**config.mk**
```make
export PLATFORM = sky130hd
export DESIGN_NAME = i2c_register_access_master_flat
export DESIGN_NICKNAME = d
export VERILOG_FILES = /design/src/rtl/core/i2cra_pkg.sv /design/src/rtl/core/i2cra_if.sv /design/src/rtl/core/i2c_register_access_master.sv /design/src/rtl/core/i2cra_seq.sv /design/src/flat_wrapper.sv
export VERILOG_INCLUDE_DIRS = /design/src /design/src/rtl/core
export SDC_FILE = /design/constraint.sdc
export NUM_CORES = 1
export LEC_CHECK = 0
export ABC_CLOCK_PERIOD_IN_PS = 7100
export BUFFER_PORTS_ARGS = -buffer_cell sky130_fd_sc_hd__buf_2
export CORE_MARGIN = 3
export CORE_UTILIZATION = 25
export DETAILED_ROUTE_END_ITERATION = 10
export PLACE_DENSITY = 0.43
export SLEW_MARGIN = 5
export SYNTH_ARGS = -nofsm -noshare
export SYNTH_HDL_FRONTEND = slang
export SYNTH_SLANG_ARGS = --single-unit
```
**constraint.sdc**
```tcl
create_clock -name clk -period 7.1 [get_ports clk]
set_input_delay 1.42 -clock clk [delete_from_list [all_inputs] [get_ports clk]]
set_output_delay 1.42 -clock clk [all_outputs]
set_load 0.01 [all_outputs]
```
**src/rtl/core/i2c_register_access_master_macros.svh**
```systemverilog
// assertion helpers shared by the rtl
`ifndef I2C_REGISTER_ACCESS_MASTER_MACROS_SVH
`define I2C_REGISTER_ACCESS_MASTER_MACROS_SVH

// check on clk, disabled while in reset
`define I2CRA_ASSERT(label, prop, msg) \
  label: assert property (@(posedge clk) disable iff (rst) (prop)) else $error(msg);

// check on clk, also active during reset
`define I2CRA_ASSERT_ALWAYS(label, prop, msg) \
  label: assert property (@(posedge clk) (prop)) else $error(msg);

`endif

```
**src/rtl/core/i2cra_pkg.sv**
```systemverilog
`default_nettype none
package i2cra_pkg;

  // command codes carried in the mode field
  localparam logic [1:0] MODE_TICK   = 2'd0;
  localparam logic [1:0] MODE_WRITE  = 2'd1;
  localparam logic [1:0] MODE_READ   = 2'd2;
  // spare code, behaves as a plain tick
  localparam logic [1:0] MODE_UNUSED = 2'd3;

  // configuration register indexes
  localparam logic [1:0] CFG_DEVICE_ADDRESS = 2'd0;
  localparam logic [1:0] CFG_SETUP_TICKS    = 2'd1;
  localparam logic [1:0] CFG_PULSE_TICKS    = 2'd2;
  localparam logic [1:0] CFG_STOP_GAP_TICKS = 2'd3;

  // byte slots of a command
  localparam logic [2:0] BYTE_DEV_WR  = 3'd0;
  localparam logic [2:0] BYTE_REG     = 3'd1;
  localparam logic [2:0] BYTE_DATA_HI = 3'd2;
  localparam logic [2:0] BYTE_DATA_LO = 3'd3;
  localparam logic [2:0] BYTE_DEV_RD  = 3'd4;
  localparam logic [2:0] BYTE_RD_HI   = 3'd5;
  localparam logic [2:0] BYTE_RD_LO   = 3'd6;
  localparam logic [2:0] BIT_LAST     = 3'd7;

  // register reset values
  localparam logic [7:0] DEVICE_ADDRESS_RST = 8'd84;
  localparam logic [9:0] SETUP_TICKS_RST    = 10'd100;
  localparam logic [9:0] PULSE_TICKS_RST    = 10'd1;
  localparam logic [9:0] STOP_GAP_TICKS_RST = 10'd100;

  typedef enum logic [3:0] {
    PH_IDLE      = 4'd0,
    PH_START_A   = 4'd1,
    PH_START_B   = 4'd2,
    PH_BIT_SETUP = 4'd3,
    PH_BIT_HIGH  = 4'd4,
    PH_BIT_LOW   = 4'd5,
    PH_ACK_SETUP = 4'd6,
    PH_ACK_HIGH  = 4'd7,
    PH_ACK_LOW   = 4'd8,
    PH_STOP_A    = 4'd9,
    PH_STOP_B    = 4'd10,
    PH_FREE      = 4'd11,
    PH_GAP       = 4'd12,
    PH_DONE      = 4'd13
  } phase_t;

  typedef struct packed {
    logic [7:0] device_address;
    logic [9:0] setup_ticks;
    logic [9:0] pulse_ticks;
    logic [9:0] stop_gap_ticks;
  } cfg_t;

  typedef struct packed {
    logic [1:0]  mode;
    logic [7:0]  reg_addr;
    logic [15:0] write_word;
    logic        sda_in;
  } cmd_t;

  typedef struct packed {
    logic        scl;
    logic        sda_low;
    logic        busy_res;
    logic        done_res;
    logic [15:0] read_word;
    logic        ack_error;
  } res_t;

  typedef struct packed {
    phase_t      phase;
    logic [2:0]  bit_index;
    logic [2:0]  byte_index;
    logic [7:0]  shift_byte;
    logic [9:0]  tick_count;
    logic        is_read;
    logic [7:0]  held_reg_addr;
    logic [15:0] held_write_word;
    logic [15:0] read_value;
    logic        ack_fail;
  } seq_state_t;

endpackage
`default_nettype wire

```
**src/rtl/core/i2cra_if.sv**
```systemverilog
`default_nettype none
// command channel, one bus tick per transaction
interface i2cra_cmd_if;
  logic        valid;
  logic        ready;
  logic [1:0]  mode;
  logic [7:0]  reg_addr;
  logic [15:0] write_word;
  logic        sda_in;
  modport source (output valid, mode, reg_addr, write_word, sda_in, input ready);
  modport sink (input valid, mode, reg_addr, write_word, sda_in, output ready);
endinterface

// result channel, one bus state per transaction
interface i2cra_res_if;
  logic        valid;
  logic        ready;
  logic        scl;
  logic        sda_low;
  logic        busy_res;
  logic        done_res;
  logic [15:0] read_word;
  logic        ack_error;
  modport source (output valid, scl, sda_low, busy_res, done_res, read_word, ack_error,
                  input ready);
  modport sink (input valid, scl, sda_low, busy_res, done_res, read_word, ack_error,
                output ready);
endinterface

// configuration write channel
interface i2cra_cfg_if;
  logic       valid;
  logic       ready;
  logic [1:0] index;
  logic [9:0] data;
  modport source (output valid, index, data, input ready);
  modport sink (input valid, index, data, output ready);
endinterface
`default_nettype wire

```
**src/rtl/core/i2c_register_access_master.sv**
```systemverilog
// I2C master for 16-bit register access. Each command transaction is one bus tick; the
// block answers it with one result transaction carrying the SCL and SDA drive levels, busy,
// a one-tick done pulse, the last read value and a sticky acknowledge error. A mode of
// register write or read starts a command when the sequencer is idle and is ignored while
// busy. The sequencer state register is updated once per accepted tick by a single pass of
// next-state logic, and the bus levels land in a result register, so a new tick is accepted
// in every cycle in which the result register is empty or being drained. Phase lengths come
// from the configuration registers, which should be written only while no command is in
// progress.
`default_nettype none
module i2c_register_access_master (
  input  wire             clk,
  input  wire             rst,
  i2cra_cmd_if.sink       cmd,
  i2cra_res_if.source     res,
  i2cra_cfg_if.sink       cfg
);

  `include "i2c_register_access_master_macros.svh"

  i2cra_pkg::cfg_t       regs;
  i2cra_pkg::seq_state_t st;
  i2cra_pkg::seq_state_t st_next;
  i2cra_pkg::cmd_t       cmd_item;
  i2cra_pkg::res_t       res_next;
  i2cra_pkg::res_t       res_data;
  logic                  res_valid;
  logic                  cmd_take;

  // command payload into one struct
  assign cmd_item.mode       = cmd.mode;
  assign cmd_item.reg_addr   = cmd.reg_addr;
  assign cmd_item.write_word = cmd.write_word;
  assign cmd_item.sda_in     = cmd.sda_in;

  // accept while the result register is free or draining
  assign cmd.ready = !res_valid || res.ready;
  assign cmd_take  = cmd.valid && cmd.ready;
  assign cfg.ready = 1'b1;

  // configuration registers
  always_ff @(posedge clk) begin
    if (rst) begin
      regs.device_address <= i2cra_pkg::DEVICE_ADDRESS_RST;
      regs.setup_ticks    <= i2cra_pkg::SETUP_TICKS_RST;
      regs.pulse_ticks    <= i2cra_pkg::PULSE_TICKS_RST;
      regs.stop_gap_ticks <= i2cra_pkg::STOP_GAP_TICKS_RST;
    end else if (cfg.valid) begin
      case (cfg.index)
        i2cra_pkg::CFG_DEVICE_ADDRESS: regs.device_address <= cfg.data[7:0];
        i2cra_pkg::CFG_SETUP_TICKS:    regs.setup_ticks    <= cfg.data;
        i2cra_pkg::CFG_PULSE_TICKS:    regs.pulse_ticks    <= cfg.data;
        i2cra_pkg::CFG_STOP_GAP_TICKS: regs.stop_gap_ticks <= cfg.data;
        default: begin
        end
      endcase
    end
  end

  // bus sequencer step
  i2cra_seq u_seq (
    .cfg     (regs),
    .st      (st),
    .cmd     (cmd_item),
    .st_next (st_next),
    .res     (res_next)
  );

  // sequencer state, all zero is the idle phase
  always_ff @(posedge clk) begin
    if (rst) begin
      st <= '0;
    end else if (cmd_take) begin
      st <= st_next;
    end
  end

  // result register
  always_ff @(posedge clk) begin
    if (rst) begin
      res_valid <= 1'b0;
    end else if (cmd_take) begin
      res_valid <= 1'b1;
    end else if (res.ready) begin
      res_valid <= 1'b0;
    end
  end

  always_ff @(posedge clk) begin
    if (cmd_take) begin
      res_data <= res_next;
    end
  end

  assign res.valid     = res_valid;
  assign res.scl       = res_data.scl;
  assign res.sda_low   = res_data.sda_low;
  assign res.busy_res  = res_data.busy_res;
  assign res.done_res  = res_data.done_res;
  assign res.read_word = res_data.read_word;
  assign res.ack_error = res_data.ack_error;

  // checks
  `I2CRA_ASSERT(a_done_busy, res_valid && res_data.done_res |-> res_data.busy_res,
                "done raised outside a command")
  `I2CRA_ASSERT(a_idle_bus, res_valid && !res_data.busy_res |-> res_data.scl && !res_data.sda_low,
                "bus not released while idle")
  `I2CRA_ASSERT(a_ack_sticky, st.ack_fail |=> st.ack_fail,
                "ack error cleared without reset")

endmodule
`default_nettype wire

```
**src/rtl/core/i2cra_seq.sv**
```systemverilog
`default_nettype none
// one tick of the bus sequencer: next state and bus levels
module i2cra_seq (
  input  var i2cra_pkg::cfg_t       cfg,
  input  var i2cra_pkg::seq_state_t st,
  input  var i2cra_pkg::cmd_t       cmd,
  output i2cra_pkg::seq_state_t     st_next,
  output i2cra_pkg::res_t           res
);

  // byte sent in a given slot
  function automatic logic [7:0] byte_for(input i2cra_pkg::cfg_t c,
                                          input i2cra_pkg::seq_state_t s,
                                          input logic [2:0] idx);
    logic [7:0] b;
    case (idx)
      i2cra_pkg::BYTE_DEV_WR:  b = c.device_address;
      i2cra_pkg::BYTE_REG:     b = s.held_reg_addr;
      i2cra_pkg::BYTE_DATA_HI: b = s.held_write_word[15:8];
      i2cra_pkg::BYTE_DATA_LO: b = s.held_write_word[7:0];
      i2cra_pkg::BYTE_DEV_RD:  b = c.device_address + 8'd1;
      default:                 b = 8'd0;
    endcase
    return b;
  endfunction

  // start shifting the byte of a slot
  function automatic i2cra_pkg::seq_state_t begin_byte(input i2cra_pkg::cfg_t c,
                                                       input i2cra_pkg::seq_state_t s,
                                                       input logic [2:0] idx);
    i2cra_pkg::seq_state_t r;
    r            = s;
    r.byte_index = idx;
    r.shift_byte = byte_for(c, s, idx);
    r.bit_index  = 3'd0;
    r.phase      = i2cra_pkg::PH_BIT_SETUP;
    return r;
  endfunction

  i2cra_pkg::seq_state_t cur;
  i2cra_pkg::seq_state_t nxt;
  logic [9:0]            pulse_len;
  logic [9:0]            setup_len;
  logic [9:0]            gap_len;
  logic [9:0]            phase_len;
  logic                  recv;
  logic                  last;

  // command start from idle
  always_comb begin
    cur = st;
    if (st.phase == i2cra_pkg::PH_IDLE &&
        (cmd.mode == i2cra_pkg::MODE_WRITE || cmd.mode == i2cra_pkg::MODE_READ)) begin
      cur.held_reg_addr   = cmd.reg_addr;
      cur.held_write_word = cmd.write_word;
      cur.is_read         = (cmd.mode == i2cra_pkg::MODE_READ);
      cur.phase           = i2cra_pkg::PH_START_A;
      cur.tick_count      = 10'd0;
      cur.byte_index      = i2cra_pkg::BYTE_DEV_WR;
      cur.bit_index       = 3'd0;
      cur.shift_byte      = cfg.device_address;
    end
  end

  // phase length, zero counts as one tick
  always_comb begin
    pulse_len = (cfg.pulse_ticks == 10'd0) ? 10'd1 : cfg.pulse_ticks;
    setup_len = (cfg.setup_ticks == 10'd0) ? 10'd1 : cfg.setup_ticks;
    gap_len   = (cfg.stop_gap_ticks == 10'd0) ? 10'd1 : cfg.stop_gap_ticks;
    case (cur.phase)
      i2cra_pkg::PH_BIT_SETUP, i2cra_pkg::PH_ACK_SETUP: phase_len = setup_len;
      i2cra_pkg::PH_GAP:                               phase_len = gap_len;
      i2cra_pkg::PH_DONE:                              phase_len = 10'd1;
      default:                                         phase_len = pulse_len;
    endcase
    recv = (cur.byte_index == i2cra_pkg::BYTE_RD_HI) ||
           (cur.byte_index == i2cra_pkg::BYTE_RD_LO);
    last = ({1'b0, cur.tick_count} + 11'd1) >= {1'b0, phase_len};
  end

  // bus levels of this tick
  always_comb begin
    res          = '0;
    res.scl      = 1'b1;
    res.sda_low  = 1'b0;
    res.busy_res = (cur.phase != i2cra_pkg::PH_IDLE);
    case (cur.phase)
      i2cra_pkg::PH_START_A: begin
        res.sda_low = 1'b1;
      end
      i2cra_pkg::PH_START_B, i2cra_pkg::PH_STOP_A: begin
        res.scl     = 1'b0;
        res.sda_low = 1'b1;
      end
      i2cra_pkg::PH_STOP_B: begin
        res.sda_low = 1'b1;
      end
      i2cra_pkg::PH_BIT_SETUP, i2cra_pkg::PH_BIT_HIGH, i2cra_pkg::PH_BIT_LOW: begin
        res.scl     = (cur.phase == i2cra_pkg::PH_BIT_HIGH);
        res.sda_low = !recv && !cur.shift_byte[7];
      end
      i2cra_pkg::PH_ACK_SETUP, i2cra_pkg::PH_ACK_HIGH, i2cra_pkg::PH_ACK_LOW: begin
        res.scl     = (cur.phase == i2cra_pkg::PH_ACK_HIGH);
        res.sda_low = (cur.byte_index == i2cra_pkg::BYTE_RD_HI);
      end
      i2cra_pkg::PH_DONE: begin
        res.done_res = 1'b1;
      end
      default: begin
      end
    endcase
    res.read_word = nxt.read_value;
    res.ack_error = nxt.ack_fail;
  end

  // sampling and phase advance
  always_comb begin
    nxt = cur;
    if (cur.phase != i2cra_pkg::PH_IDLE) begin
      if (cur.phase == i2cra_pkg::PH_BIT_SETUP && last && recv) begin
        nxt.shift_byte = {cur.shift_byte[6:0], cmd.sda_in};
      end
      if (cur.phase == i2cra_pkg::PH_ACK_SETUP && last && !recv) begin
        nxt.ack_fail = cur.ack_fail | cmd.sda_in;
      end
      if (!last) begin
        nxt.tick_count = cur.tick_count + 10'd1;
      end else begin
        nxt.tick_count = 10'd0;
        case (cur.phase)
          i2cra_pkg::PH_START_A:   nxt.phase = i2cra_pkg::PH_START_B;
          i2cra_pkg::PH_START_B:   nxt = begin_byte(cfg, nxt, cur.byte_index);
          i2cra_pkg::PH_BIT_SETUP: nxt.phase = i2cra_pkg::PH_BIT_HIGH;
          i2cra_pkg::PH_BIT_HIGH:  nxt.phase = i2cra_pkg::PH_BIT_LOW;
          i2cra_pkg::PH_BIT_LOW: begin
            if (!recv) begin
              nxt.shift_byte = {cur.shift_byte[6:0], 1'b0};
            end
            if (cur.bit_index == i2cra_pkg::BIT_LAST) begin
              nxt.bit_index = 3'd0;
              if (cur.byte_index == i2cra_pkg::BYTE_RD_HI) begin
                nxt.read_value = {cur.shift_byte, cur.read_value[7:0]};
              end else if (cur.byte_index == i2cra_pkg::BYTE_RD_LO) begin
                nxt.read_value = {cur.read_value[15:8], cur.shift_byte};
              end
              nxt.phase = i2cra_pkg::PH_ACK_SETUP;
            end else begin
              nxt.bit_index = cur.bit_index + 3'd1;
              nxt.phase     = i2cra_pkg::PH_BIT_SETUP;
            end
          end
          i2cra_pkg::PH_ACK_SETUP: nxt.phase = i2cra_pkg::PH_ACK_HIGH;
          i2cra_pkg::PH_ACK_HIGH:  nxt.phase = i2cra_pkg::PH_ACK_LOW;
          i2cra_pkg::PH_ACK_LOW: begin
            if (cur.is_read) begin
              if (cur.byte_index == i2cra_pkg::BYTE_DEV_WR ||
                  cur.byte_index == i2cra_pkg::BYTE_DEV_RD ||
                  cur.byte_index == i2cra_pkg::BYTE_RD_HI) begin
                nxt = begin_byte(cfg, nxt, cur.byte_index + 3'd1);
              end else begin
                nxt.phase = i2cra_pkg::PH_STOP_A;
              end
            end else if (cur.byte_index < i2cra_pkg::BYTE_DATA_LO) begin
              nxt = begin_byte(cfg, nxt, cur.byte_index + 3'd1);
            end else begin
              nxt.phase = i2cra_pkg::PH_STOP_A;
            end
          end
          i2cra_pkg::PH_STOP_A: nxt.phase = i2cra_pkg::PH_STOP_B;
          i2cra_pkg::PH_STOP_B: begin
            if (cur.is_read && cur.byte_index == i2cra_pkg::BYTE_REG) begin
              nxt.phase = i2cra_pkg::PH_FREE;
            end else if (cfg.stop_gap_ticks != 10'd0) begin
              nxt.phase = i2cra_pkg::PH_GAP;
            end else begin
              nxt.phase = i2cra_pkg::PH_DONE;
            end
          end
          i2cra_pkg::PH_FREE: begin
            nxt.byte_index = i2cra_pkg::BYTE_DEV_RD;
            nxt.shift_byte = byte_for(cfg, cur, i2cra_pkg::BYTE_DEV_RD);
            nxt.phase      = i2cra_pkg::PH_START_A;
          end
          i2cra_pkg::PH_GAP: nxt.phase = i2cra_pkg::PH_DONE;
          default:           nxt.phase = i2cra_pkg::PH_IDLE;
        endcase
      end
    end
    st_next = nxt;
  end

endmodule
`default_nettype wire

```
**src/flat_wrapper.sv**
```systemverilog
// flat-port wrapper written by rule: the top's interface ports become plain ports
module i2c_register_access_master_flat 
  (clk, rst, cmd_valid, cmd_mode, cmd_reg_addr, cmd_write_word, cmd_sda_in, cmd_ready, res_valid, res_scl, res_sda_low, res_busy_res, res_done_res, res_read_word, res_ack_error, res_ready, cfg_valid, cfg_index, cfg_data, cfg_ready);
  i2cra_cmd_if cmd_i ();
  i2cra_res_if res_i ();
  i2cra_cfg_if cfg_i ();
  input  wire clk;
  input  wire rst;
  input wire logic [$bits(cmd_i.valid)-1:0] cmd_valid;
  input wire logic [$bits(cmd_i.mode)-1:0] cmd_mode;
  input wire logic [$bits(cmd_i.reg_addr)-1:0] cmd_reg_addr;
  input wire logic [$bits(cmd_i.write_word)-1:0] cmd_write_word;
  input wire logic [$bits(cmd_i.sda_in)-1:0] cmd_sda_in;
  output wire logic [$bits(cmd_i.ready)-1:0] cmd_ready;
  output wire logic [$bits(res_i.valid)-1:0] res_valid;
  output wire logic [$bits(res_i.scl)-1:0] res_scl;
  output wire logic [$bits(res_i.sda_low)-1:0] res_sda_low;
  output wire logic [$bits(res_i.busy_res)-1:0] res_busy_res;
  output wire logic [$bits(res_i.done_res)-1:0] res_done_res;
  output wire logic [$bits(res_i.read_word)-1:0] res_read_word;
  output wire logic [$bits(res_i.ack_error)-1:0] res_ack_error;
  input wire logic [$bits(res_i.ready)-1:0] res_ready;
  input wire logic [$bits(cfg_i.valid)-1:0] cfg_valid;
  input wire logic [$bits(cfg_i.index)-1:0] cfg_index;
  input wire logic [$bits(cfg_i.data)-1:0] cfg_data;
  output wire logic [$bits(cfg_i.ready)-1:0] cfg_ready;
  assign cmd_i.valid = cmd_valid;
  assign cmd_i.mode = cmd_mode;
  assign cmd_i.reg_addr = cmd_reg_addr;
  assign cmd_i.write_word = cmd_write_word;
  assign cmd_i.sda_in = cmd_sda_in;
  assign cmd_ready = cmd_i.ready;
  assign res_valid = res_i.valid;
  assign res_scl = res_i.scl;
  assign res_sda_low = res_i.sda_low;
  assign res_busy_res = res_i.busy_res;
  assign res_done_res = res_i.done_res;
  assign res_read_word = res_i.read_word;
  assign res_ack_error = res_i.ack_error;
  assign res_i.ready = res_ready;
  assign cfg_i.valid = cfg_valid;
  assign cfg_i.index = cfg_index;
  assign cfg_i.data = cfg_data;
  assign cfg_ready = cfg_i.ready;
  i2c_register_access_master u_core (.clk(clk), .rst(rst), .cmd(cmd_i), .res(res_i), .cfg(cfg_i));
endmodule
```
# Word level (Yosys, flattened, before mapping)
# Cells that the tools add are included.
# totals
output_inout_bits	24
in_bits	44
reg_bits	130
# classes
n_eq_ne	29
n_bitwise	1
n_mux	37
n_addsub	5
reduce_logical	35
n_lt_le_gt_ge	2
# op_table
operator	n
$mux W70	2
$mux W66	2
$pmux W8 S5	2
$mux W53	1
$pmux W4 S12	1
$mux W42	1
$mux W10	4
$mux W35	1
$mux W16	2
$pmux W16 S2	1
$pmux W8 S4	1
$logic_not A10 Y1	3
$pmux W10 S3	1
$eq A4 B4 Y1 const B	6
$mux W8	3
$mux W18	1
$eq A4 B3 Y1 const B	4
$eq A3 B3 Y1 const B	5
$eq A3 B2 Y1 const B	4
$add A10 B1 Y11 const B	1
$ge A11 B10 Y1	1
$add A10 B1 Y10 const B	1
$reduce_bool A10 Y1	1
$pmux W3 S3	1
other kinds (27)	59

# Longest topological paths before layout
# Gate-level depths: netlist of the first run.
# logic_depth
word_depth	16
depth_mapped	21

# Hierarchy
# Synthesis of the first run repeated with hierarchy kept, for this count alone.
# hier_totals
hier_cells	1032
hier_area_um2	8677.1
# by_module_without_submodules
mod	cells_each	area_per_inst_um2	instances
i2c_register_access_master	506	5089.9	1
i2cra_seq	526	3587.2	1

# Worst setup path before layout of the first run
# Ideal clock, no wire load.
# synth_timing
path_kind	input-to-reg
startpoint	in cmd_mode[0]
endpoint	reg u_core.res_data (netlist bit u_core.res.read_word[14]), data pin
required_time_ps	6822
path_slack_ps	1792
arrival_ps	5030
path_buffers	3
setup_time_ps	278
stages	19
path_cell_list	inv_1 > ha_1 > buf_2 > inv_1 > nand2_2 > clkbuf_1 > and2_1 > ha_1 > nand2_1 > xor2_1 > nor2_1 > ha_1 > a21oi_1 > a31oi_1 > a2111oi_0 > o21ai_1 > nand2b_1 > clkbuf_1 > o21ai_0
# synth_lines
item	line_no	text
start, declared	flat_wrapper.sv:10	input wire logic [$bits(cmd_i.mode)-1:0] cmd_mode;
end signal, assigned	i2c_register_access_master.sv:91	res_data <= res_next;
end, declared	i2c_register_access_master.sv:26	i2cra_pkg::res_t res_data;

# Final worst setup path of the first run
# layout_timing
startpoint	in cmd_mode[0]
endpoint	reg, netlist name u_core.st[53]
# layout_via
elab_chain_cells	16
elab_cells_between_ends	47
cone_classes	add/sub: 2; order compare: 2; eq/ne: 20; mux: 12; reduce/logical: 11
# layout_rtl
item	line_no	text
$eq A2 B1 Y1 or $eq A2 B2 Y1 (tied branches)	i2cra_seq.sv:53, i2cra_seq.sv:56	
$logic_or A1 B1 Y1	i2cra_seq.sv:53	(cmd.mode == i2cra_pkg::MODE_WRITE || cmd.mode == i2cra_pkg::MODE_READ)) begin
$logic_and A1 B1 Y1	i2cra_seq.sv:52	if (st.phase == i2cra_pkg::PH_IDLE &&
$mux W53 (*)	i2cra_seq.sv:52	
branches (longest 11 deep; another with $add A10 B1 Y11)	n/a	
$mux W70 (*)	i2cra_seq.sv:119	if (cur.phase != i2cra_pkg::PH_IDLE) begin
# Every way passes the cells marked *.
# A chain may end at the register's enable or synchronous reset.

==> results of run 1 <==
[worst paths after layout]
kind | startpoint | endpoint | slack (ns) | depth (start not counted)
worst max-delay path | cmd_mode[0] | u_core.st[53] | 1.89 | 20
worst min register to register | u_core.st[18] | u_core.st[18] | 0.45 | 2
worst min-delay path | u_core.st[18] | u_core.st[18] | 0.45 | 2
worst max register to register | u_core.st[69] | u_core.st[53] | 2.26 | 14
[metrics by stage]
step	power, mW	hold slack, ns	area, um^2	std cells
6_report	3.080	0.4537	8959	1420
5_1_grt	3.275	0.4744	8959	1420
4_1_cts	3.102	0.4562	8959	1420
3_5_place_dp	2.212	0.4476	8373	1388
3_3_place_gp	2.211	0.4404	8373	1388
2_1_floorplan	1.787	0.4329	7714	982
[Yosys cell counts (9+ instances only)]
library cell,n,share of area [%]
a31oi_1,13,1.1
a21oi_1,92,6.0
mux2i_1,40,5.2
a22o_1,9,1.0
and2_1,10,0.81
nor3_1,10,0.65
nor2_1,74,3.6
xnor2_1,9,1.0
o211ai_1,10,0.97
edfxtp_1,21,8.2
o21ai_0,76,4.9
inv_1,17,0.83
clkbuf_1,45,2.2
a211oi_1,17,1.7
ha_1,23,3.7
nand2b_1,9,0.73
nand2_1,183,8.9
dfxtp_1,109,28
nand3_1,43,2.8
a22oi_1,13,1.3
buf_2,10,0.65
[cell families after synthesis]
| kind of cell | Yosys count | share of synthesized area (%) |
|---|---|---|
| xor gates and xnor gates | 16 | 1.817 |
| AOI/OAI and AO/OA | 302 | 24.72 |
| and+or+nand+nor | 378 | 22.22 |
| buffers and inverters | 84 | 4.639 |
| muxes | 48 | 6.358 |
| adders and majority gates | 23 | 3.731 |
| other | 1 | 0.04862 |
| DFF | 130 | 36.46 |
[worst max-delay path: cells and delay by family]
kind                     cells  cell delay, ns
XOR/XNOR                     1            0.15
buffers and inverters        5            0.66
AO/OA/AOI/OAI                6            1.56
AND/OR/NAND/NOR              5            0.80
adder cells (fa/ha/maj)      3            0.86
[registers in the layout, summed over array words and instances (netlist names)]
signal                count
u_core.res.busy_res       1
u_core.res.sda_low        1
u_core.res.valid          1
u_core.regs              38
u_core.res.done_res       1
u_core.res.scl            1
u_core.res.read_word     16
u_core.res.ack_error      1
u_core.st                70
[final cells by class]
cell class	instances	share of cell area (%)
tap	390	5.447
sequential	130	31.40
multi-input combinational	768	50.77
inverter	17	0.7123
clock buffer	17	4.749
clock inverter	15	1.788
timing repair buffer	83	5.140
[routing by layer]
metal	global-route usage, %	wire length (um)	up-vias
met4	4.966	522	0
met3	2.845	1265	34
met2	24.99	11900	191
met1	23.17	13000	3532
met5	0	0	-
li1	-	-	3622
[power groups by stage]
| stage | clock, mW | sequential, mW | combinational [mW] |
|---|---|---|---|
| after CTS | 0.903 | 0.928 | 1.27 |
| after detailed placement | 0 | 0.943 | 1.27 |
| final | 0.877 | 0.928 | 1.27 |
| after global placement | 0 | 0.944 | 1.27 |
| after floorplan | 0 | 0.886 | 0.901 |
| after global routing | 0.932 | 0.943 | 1.40 |
==> summary.txt, run 1 <==
Floorplanning
  – Row count: 63
  – Initial core utilization: approximately a quarter
  – Core area: ~30000 um^2
  – Die X: 181.7 um
  – Die Span Y: 181.7 um
  – Io pins: 68
  – Die area: roughly 33000 um^2

Clock network
  – Cts bufs inserted: 17
  – H-Tree Depth: 4
  – CTS resizes: 0
  – Post-CTS Setup Repair Bufs: 0
  – Clock slew at reported path FFs: about 0.06 ns
  – Root buf cell: clkbuf_16
  – Clk_lat worst skew: 0.43 ns
  – CTS Buffer Depth: 2
  – Hold_buf cts: 0
  – Clock sink total: 130
  – CTS tree: yes

Power
  – P per Cell Area: approximately 340 nW/um^2
  – Switch share: 42.87%
  – Sw Pwr: roughly 1.3 mW
  – Sequential power share: 30.1%
  – Clock power share: 28.5%
  – Internal power: between 1.5 and 2 mW
  – Comb pwr share: between 40 and 50%
  – Peak supply drop: 0.1950 mV
  – LEAKAGE: 3.213 nW

Placed design
  – Final GP Congestion: roughly 0.88
  – IO Port Bufs: 66
  – Dpl ws: 1.529 ns
  – Final HPWL DP: 19410 um

Synth
  – Count of cell types in the netlist: 77
  – #FFs+latches synth: 130
  – Avg Inst Size Synth: 7.855 um^2
  – Ys Warns: 0
  – Top FF cell, synth: dfxtp_1
  – Synthesized area: about 7700 um^2
  – Synth async-reset ratio: 0%
  – Post-synth EDFFs: 21
  – Syn Nets: 1049
  – Sequential share of the synthesized area: 36.46%
  – Post-Syn Instances: 982

STA
  – Final period util: 73.42%
  – Final min period: 5.213 ns
  – # setup viols final: 0
  – Setup ws final: 1.887 ns
  – Pins Over Slew Limit: 0
  – Setup TNS: 0 ns
  – RSZ-0062 raised after global routing: false
  – Clock Skew: 0.01479 ns
  – Max Clock Freq: around 190 MHz
  – Hold Fails Final Rpt: 0
  – Slew @ Worst Pin: 1.125 ns
  – Slew headroom: between 20 and 25%

Outcome
  – Outcome: completed

Routing
  – Via density: slightly above 5
  – Final WL: 26690 um
  – Iter 0 DRT Violations: 617
  – Via count: ~7400
  – Antenna viol nets, final: 0
  – Residual DRC count: 0
  – DR WL/cell: around 19 um
  – Drt pass-1 iters: 6

Critical path
  – Crit path cell chain: buf_2 -> inv_1 -> ha_1 -> buf_4 -> inv_1 -> nand2_2 -> and2_1 -> ha_1 -> nand2_1 -> xor2_1 -> nor2_1 -> ha_1 -> a21oi_1 -> a31oi_1 -> a2111oi_0 -> buf_4 -> o21a_1 -> a21oi_1 -> nor3_1 -> a2111oi_2
  – CP max-delay cell: o21a_1
  – Setup crit end kind: register
  – Worst path max stage delay: 0.51 ns
  – CP Launch Type: input port
  – Crit-path max FO: 18
  – Arrival @ worst endpoint: 5.49 ns
  – Most frequent CP cell: ha_1
  – Critical path class: input port to register
  – Worst EP required: approximately 7.4 ns

Global route
  – Global-route wire length before repair: between 40000 and 50000 um
  – Grt total ovfl: 0
  – GRT Overall Usage: 16.25%
  – Largest net degree at the start of global routing: 57
  – Antenna violations before repair: 0
  – Vias in the first global route: about 7300

Cells and area
  – N_diodes: 0
  – Core Util, Final: about 30%
  – NumNets Final: 1084
  – Most frequent cells in the layout: nand2_1 (183), dfxtp_1 (109), a21oi_1 (92)
  – Area growth syn-to-layout: 16.14%
  – Share of layout cells above drive strength 1: 13.40%
  – Multi-input gate area: 4548 um^2
  – Total area of sequential cells: 2813 um^2
  – Leading cell type in the layout, fill and taps excluded: nand2_1
  – Fillers: 3225

Worst hold path
  – Min-delay worst type: register to register

Job
  – Max_cap viols: 0
Note: power is estimated with default switching activity, not from simulation.
==> inputs of run 2 (changes only) <==
Settings changed: ABC_CLOCK_PERIOD_IN_PS 7100 to 4900.
Clock period 7.1 ns to 4.9 ns, I/O delays scaled along.
==> run 2 against run 1 <==
Clock skew up 0.0010 ns. Sequential power is 39% higher. First-iteration DRC count decreased by 13%. Global-route usage is 0.095 points higher. Core utilization is 0.57 points higher. Combinational power rose by 60%. Routed wire length grew 1.4%. Sequential share of layout area fell by 0.59 points. Critical path depth shrank 1. Cell area rose by 1.9%. Via count rose by 1.1%. Largest power group unchanged.
==> summary.txt, run 2 (synthesized netlist as in run 1, its figures left out) <==
STA
  – Hold Fails Final Rpt: 0 (unchanged)
  – RSZ-0062 raised after global routing: false
  – Setup ws final: 0.3939 ns (-1.493 ns)
  – # setup viols final: 0 (unchanged)
  – Clock Skew: 0.01580 ns (+0.001013 ns)
  – Max Clock Freq: 221.9 MHz
  – Slew @ Worst Pin: 1.134 ns (+0.009228 ns)
  – Slew headroom: 24.42% (-0.038 points)
  – Final period util: 91.96%
  – Final min period: approximately 4.5 ns
  – Min Hold Slack: 0.4542 ns (+0.0005260 ns)
  – Pins Over Slew Limit: 0 (unchanged)

Power
  – Peak supply drop: 0.2836 mV (+45%)
  – Sequential power share: 27.9% (-2.2 points)
  – Tot Pwr: 4.605 mW (+50%)
  – LEAKAGE: 3.319 nW (+3.3%)
  – Sw Pwr: 1.973 mW (+49%)
  – Clock power share: 27.9% (-0.6 points)
  – P per Cell Area: 504.5 nW/um^2 (+47%)
  – Internal power: 2.632 mW (+50%)
  – Switch share: 42.85% (about the same)
  – Comb pwr share: 44.1% (+2.7 points)

Cells and area
  – Layout Cells excl Fill: 1443 (+1.6%)
  – Most frequent cells in the layout: nand2_1 (183), dfxtp_1 (109), a21oi_1 (92)
  – NumNets Final: 1107 (+2.1%)
  – Biggest register: u_core.st
  – N_diodes: 0 (unchanged)
  – Fillers: 3243 (+0.56%)
  – Area growth syn-to-layout: 18.35%
  – Max reg flops: 70 (unchanged)
  – Core Util, Final: 30.40% (+0.57 points)
  – Share of layout cells above drive strength 1: 15.29% (+1.9 points)
  – Leading cell type in the layout, fill and taps excluded: nand2_1

Critical path
  – Setup crit end kind: register
  – Crit path cell chain: buf_2 -> inv_1 -> ha_1 -> inv_1 -> nand2_2 -> and2_1 -> ha_1 -> nand2_1 -> xor2_1 -> nor2_1 -> ha_1 -> nand3_1 -> a31oi_1 -> a2111oi_0 -> buf_4 -> o22ai_1 -> mux2i_1 -> nor3_1 -> a2111oi_2
  – Critical path class: input port to register
  – CP bufs+invs: 4 (-1)
  – Crit-path leading delay family: compound AO/OA/AOI/OAI gates
  – Worst path max stage delay: 0.84 ns (+0.33 ns)
  – Worst EP required: 5.22 ns (-2.16 ns)
  – Crit. path cell count: 19 (-5.0%)
  – Most frequent CP cell: ha_1
  – Arrival @ worst endpoint: 4.83 ns (-0.66 ns)
  – CP max-delay cell: o22ai_1
  – Crit-path max FO: 10 (-8)
  – CP Launch Type: input port
  – Cells on worst reg2reg path: 16 (+2)

Clock network
  – Clock slew at reported path FFs: 0.07 ns (about the same)
  – CTS tree: yes
  – H-Tree Depth: 4 (unchanged)
  – CTS resizes: 0 (unchanged)
  – Cts bufs inserted: 17 (unchanged)
  – Hold_buf cts: 0 (unchanged)
  – Clock sink total: 130 (unchanged)
  – Clk_lat worst skew: 0.43 ns (about the same)
  – CTS Buffer Depth: 2 (unchanged)
  – Post-CTS Setup Repair Bufs: 0 (unchanged)
  – Root buf cell: clkbuf_16

Routing
  – Via density: 5.168 (-0.55%)
  – Drt pass-1 iters: 5 (-1)
  – Final WL: 27050 um (+1.4%)
  – DR WL/cell: 18.75 um (-0.24%)
  – Via count: 7457 (+1.1%)
  – Antenna viol nets, final: 0 (unchanged)
  – Residual DRC count: 0 (unchanged)
  – Iter 0 DRT Violations: 535 (-13%)

Worst hold path
  – Worst Hold Depth: 2 (unchanged)
  – Min-delay worst type: register to register

Global route
  – Vias in the first global route: 7237 (-0.93%)
  – Grt total ovfl: 0 (unchanged)
  – Antenna violations before repair: 0 (unchanged)
  – GRT Overall Usage: 16.34% (+0.095 points)
  – Largest net degree at the start of global routing: 58 (+1.8%)
  – Global-route wire length before repair: 42650 um (unchanged)

Floorplanning
  – Die Span Y: 181.7 um (unchanged)
  – Initial core utilization: 25.68% (unchanged)
  – Row count: 63 (unchanged)
  – Core area: 30030 um^2 (unchanged)
  – Die X: 181.7 um (unchanged)
  – Io pins: 68 (unchanged)
  – Die area: 33000 um^2 (unchanged)

Placed design
  – Final HPWL DP: 19670 um (+1.4%)
  – Dpl ws: -0.02393 ns (-1.553 ns)
  – IO Port Bufs: 66 (unchanged)
  – Final GP Congestion: 0.8505 (-3.8%)
  – DP Cell Count: 1411 (+1.7%)

Job
  – Max_cap viols: 0 (unchanged)

Outcome
  – Outcome: completed
-- run 2: cell types whose count changed in the layout (fill, tap and decap cells not counted), sizes merged --
cell / before / now
clkinv: 8 / 6
buf: 83 / 106
clkinvlp: 2 / 4
-- run 2: final cells by class --
class	instances	area, um^2	share of cell area (%)
clock inverters	15	157.7	1.727
multi-input cells	768	4548	49.82
inverters	17	63.81	0.6990
clock buffers	17	425.4	4.660
flip-flops and latches	130	2813	30.81
repair buffers	106	633.1	6.935
well taps	390	488.0	5.345
-- run 2: power by group through the flow --
stage | registers [mW] | logic, mW | clock network, mW
6_report | 1.29 | 2.03 | 1.29
2_1_floorplan | 1.28 | 1.31 | 0
3_3_place_gp | 1.31 | 2.04 | 0
3_5_place_dp | 1.31 | 2.01 | 0
5_1_grt | 1.30 | 2.23 | 1.37
4_1_cts | 1.29 | 2.02 | 1.33
-- run 2: worst min-delay path: cells and delay by family (launching register included) --
kind / cells / cell delay, ns
compound gates: 1 / 0.05
flops: 1 / 0.31
simple gates: 1 / 0.05
-- run 2: through the flow --
stage	setup TNS (ns)	cell area [um^2]
after global placement	-1.273	8546
after global routing	0	9129
final	0	9129
after detailed placement	-0.08762	8546
after floorplan	0	7714
after CTS	0	9129
-- run 2: routing by layer --
metal	GRT usage [%]	share of wire (%)	vias up
li1	-	-	3666
met1	23.31	48	3542
met2	25.47	45	215
met3	2.624	4.7	34
met4	4.692	1.8	0
met5	0	0	-
-- run 2: path summary, 6_finish.rpt --
kind                                      end     startpoint  slack [ns]
worst max-delay path            u_core.st[53]    cmd_mode[0]        0.39
worst min-delay path            u_core.st[17]  u_core.st[17]        0.45
worst max register to register  u_core.st[53]  u_core.st[66]        0.57
worst min register to register  u_core.st[17]  u_core.st[17]        0.45
==> inputs of run 3 (changes only) <==
==> constraint.sdc (replaced) <==
create_clock -name clk -period 4.9 [get_ports clk]
set_input_delay 0.49 -clock clk [delete_from_list [all_inputs] [get_ports clk]]
set_output_delay 0.49 -clock clk [all_outputs]
set_load 0.01 [all_outputs]
==> run 3 against run 2 <==
Maximum frequency up 4.5%. Total power up 0.11%. Clock-buffer cell count up 3. Highest routed layer unchanged. Setup slack better by 0.19 ns. Largest power group unchanged. Via count down 1.0%.
==> summary.txt, run 3 (synthesized netlist as in run 1, its figures left out) <==
STA
  – Slew headroom: 30.08% (+5.7 points)
  – Max Clock Freq: 231.9 MHz (+4.5%)
  – Clock Skew: 0.01022 ns (-0.005589 ns)
  – Pins Over Slew Limit: 0 (unchanged)
  – Final min period: 4.313 ns (-0.1936 ns)
  – Hold Fails Final Rpt: 0 (unchanged)
  – # setup viols final: 0 (unchanged)
  – Setup TNS: 0 ns (unchanged)
  – Final period util: 88.01% (-4.0 points)
  – Setup ws final: 0.5875 ns (+0.1936 ns)
  – Slew @ Worst Pin: 1.049 ns (-0.08493 ns)
  – RSZ-0062 raised after global routing: false

Placed design
  – IO Port Bufs: 66 (unchanged)
  – DP Cell Count: 1401 (-0.71%)
  – Final HPWL DP: 19260 um (-2.1%)
  – Dpl ws: 0.4652 ns (+0.4891 ns)
  – Final GP Congestion: 0.8804 (+3.5%)

Floorplanning
  – Io pins: 68 (unchanged)
  – Row count: 63 (unchanged)
  – Core area: 30030 um^2 (unchanged)
  – Die area: 33000 um^2 (unchanged)
  – Initial core utilization: 25.68% (unchanged)
  – Die Span Y: 181.7 um (unchanged)
  – Die X: 181.7 um (unchanged)

Clock network
  – CTS Buffer Depth: 2 (unchanged)
  – H-Tree Depth: 4 (unchanged)
  – Cts bufs inserted: 17 (unchanged)
  – Clk_lat worst skew: 0.42 ns (about the same)
  – Clock slew at reported path FFs: 0.06 ns (about the same)
  – CTS resizes: 0 (unchanged)
  – CTS tree: yes
  – Hold_buf cts: 0 (unchanged)
  – Root buf cell: clkbuf_16
  – Post-CTS Setup Repair Bufs: 0 (unchanged)
  – Clock sink total: 130 (unchanged)

Cells and area
  – Biggest register: u_core.st
  – NumNets Final: 1097 (-0.90%)
  – Layout Cells excl Fill: 1433 (-0.69%)
  – Leading cell type in the layout, fill and taps excluded: nand2_1
  – Share of layout cells above drive strength 1: 14.48% (-0.81 points)
  – Fillers: 3250 (+0.22%)
  – Most frequent cells in the layout: nand2_1 (183), dfxtp_1 (109), a21oi_1 (92)
  – Max reg flops: 70 (unchanged)
  – N_diodes: 0 (unchanged)
  – Area growth syn-to-layout: 17.76%

Global route
  – Largest net degree at the start of global routing: 58 (unchanged)
  – Global-route wire length before repair: 42430 um (-0.52%)
  – Antenna violations before repair: 0 (unchanged)
  – Grt total ovfl: 0 (unchanged)
  – GRT Overall Usage: 16.18% (-0.16 points)
  – Vias in the first global route: 7262 (+0.35%)

Critical path
  – Crit-path max FO: 10 (unchanged)
  – Worst R2R Setup Slack: 0.59 ns (+0.02 ns)
  – CP Launch Type: register
  – Setup crit end kind: register
  – Worst EP required: 5.24 ns (+0.02 ns)
  – Critical path class: register to register
  – Arrival @ worst endpoint: 4.65 ns (-0.18 ns)

Routing
  – DR WL met2: 11810 um (-3.5%)
  – Met3 Wirelength: 1422 um (+12%)
  – Via count: 7380 (-1.0%)
  – Via density: 5.150 (-0.34%)
  – Iter 0 DRT Violations: 532 (-0.56%)
  – DR WL/cell: 18.67 um (-0.40%)
  – Highest metal used: met4
  – Final WL: 26760 um (-1.1%)
  – Antenna viol nets, final: 0 (unchanged)
  – Residual DRC count: 0 (unchanged)
  – Drt pass-1 iters: 5 (unchanged)
  – Wl on met1: 13010 um (-0.47%)

Worst hold path
  – Min-delay worst type: input port to register

Outcome
  – Outcome: completed

Power
  – P per Cell Area: 507.6 nW/um^2 (+0.61%)
  – Tot Pwr: 4.610 mW (+0.11%)
  – Peak supply drop: 0.2656 mV (-6.3%)
  – LEAKAGE: 3.293 nW (-0.78%)

Job
  – Max_cap viols: 0 (unchanged)
## run 3: changes by cell type in the layout (fill, tap and decap cells not counted)
cell	delta
bufinv_16	+1
buf_4	-10
clkinv_1	-2
clkbuf_1	+2
clkbuf_16	+1
inv_8	-1
clkinv_2	+2
clkinv_4	-1
clkinvlp_4	-2
## run 3: metrics by stage
| step | utilization (%) | hold slack (ns) | instance area, um^2 |
|---|---|---|---|
| 2_1_floorplan | - | 0.4329 | 7714 |
| 3_3_place_gp | 28.20 | 0.4409 | 8471 |
| 3_5_place_dp | 28.20 | 0.4479 | 8471 |
| 4_1_cts | 30.25 | 0.2897 | 9084 |
| 5_1_grt | 30.25 | 0.3100 | 9084 |
| 6_report | 30.25 | 0.3146 | 9084 |
## run 3: path summary, 6_finish.rpt
kind / end / startpoint / depth (start not counted)
worst max-delay path: u_core.st[55] / u_core.st[67] / 17
worst min-delay path: u_core.st[24] / cmd_write_word[7] / 3
worst max register to register: u_core.st[55] / u_core.st[67] / 17
worst min register to register: u_core.st[22] / u_core.st[22] / 2
## run 3: critical path: stages, from the launching register on
cell and delay (ns):
dfxtp_1 0.38, nor4_4 0.43, nand2_2 0.21, and2_1 0.24, ha_1 0.26, nand3_1 0.12, xor2_1 0.16, nor2_1 0.08
ha_1 0.31, nand4_1 0.10, a31oi_1 0.13, a2111oi_0 0.08, buf_4 0.17, o22ai_1 0.71, buf_4 0.27, mux2i_1 0.22
o211ai_1 0.10, a41oi_1 0.24
## run 3: layout make-up
| type | instances | area (um^2) | share of cell area, % |
|---|---|---|---|
| Clock buffer | 20 | 457.9 | 5.041 |
| Sequential cell | 130 | 2813 | 30.96 |
| Clock inverter | 12 | 155.1 | 1.708 |
| Inverter | 17 | 63.81 | 0.7025 |
| Multi-Input combinational cell | 768 | 4548 | 50.07 |
| Timing Repair Buffer | 96 | 558.0 | 6.143 |
| Tap cell | 390 | 488.0 | 5.372 |
## run 3: per-layer routing
metal	vias to the layer above	track usage, %
met4	0	4.631
li1	3644	-
met1	3515	23.18
met3	30	3.185
met2	191	24.66
met5	-	0
## run 3: report_power, final
group | leakage (nW) | internal [mW] | switching, mW | total [mW]
registers | 1.09 | 1.20 | 0.0871 | 1.28
clock network | 0.296 | 0.833 | 0.506 | 1.34
logic | 1.91 | 0.654 | 1.33 | 1.99
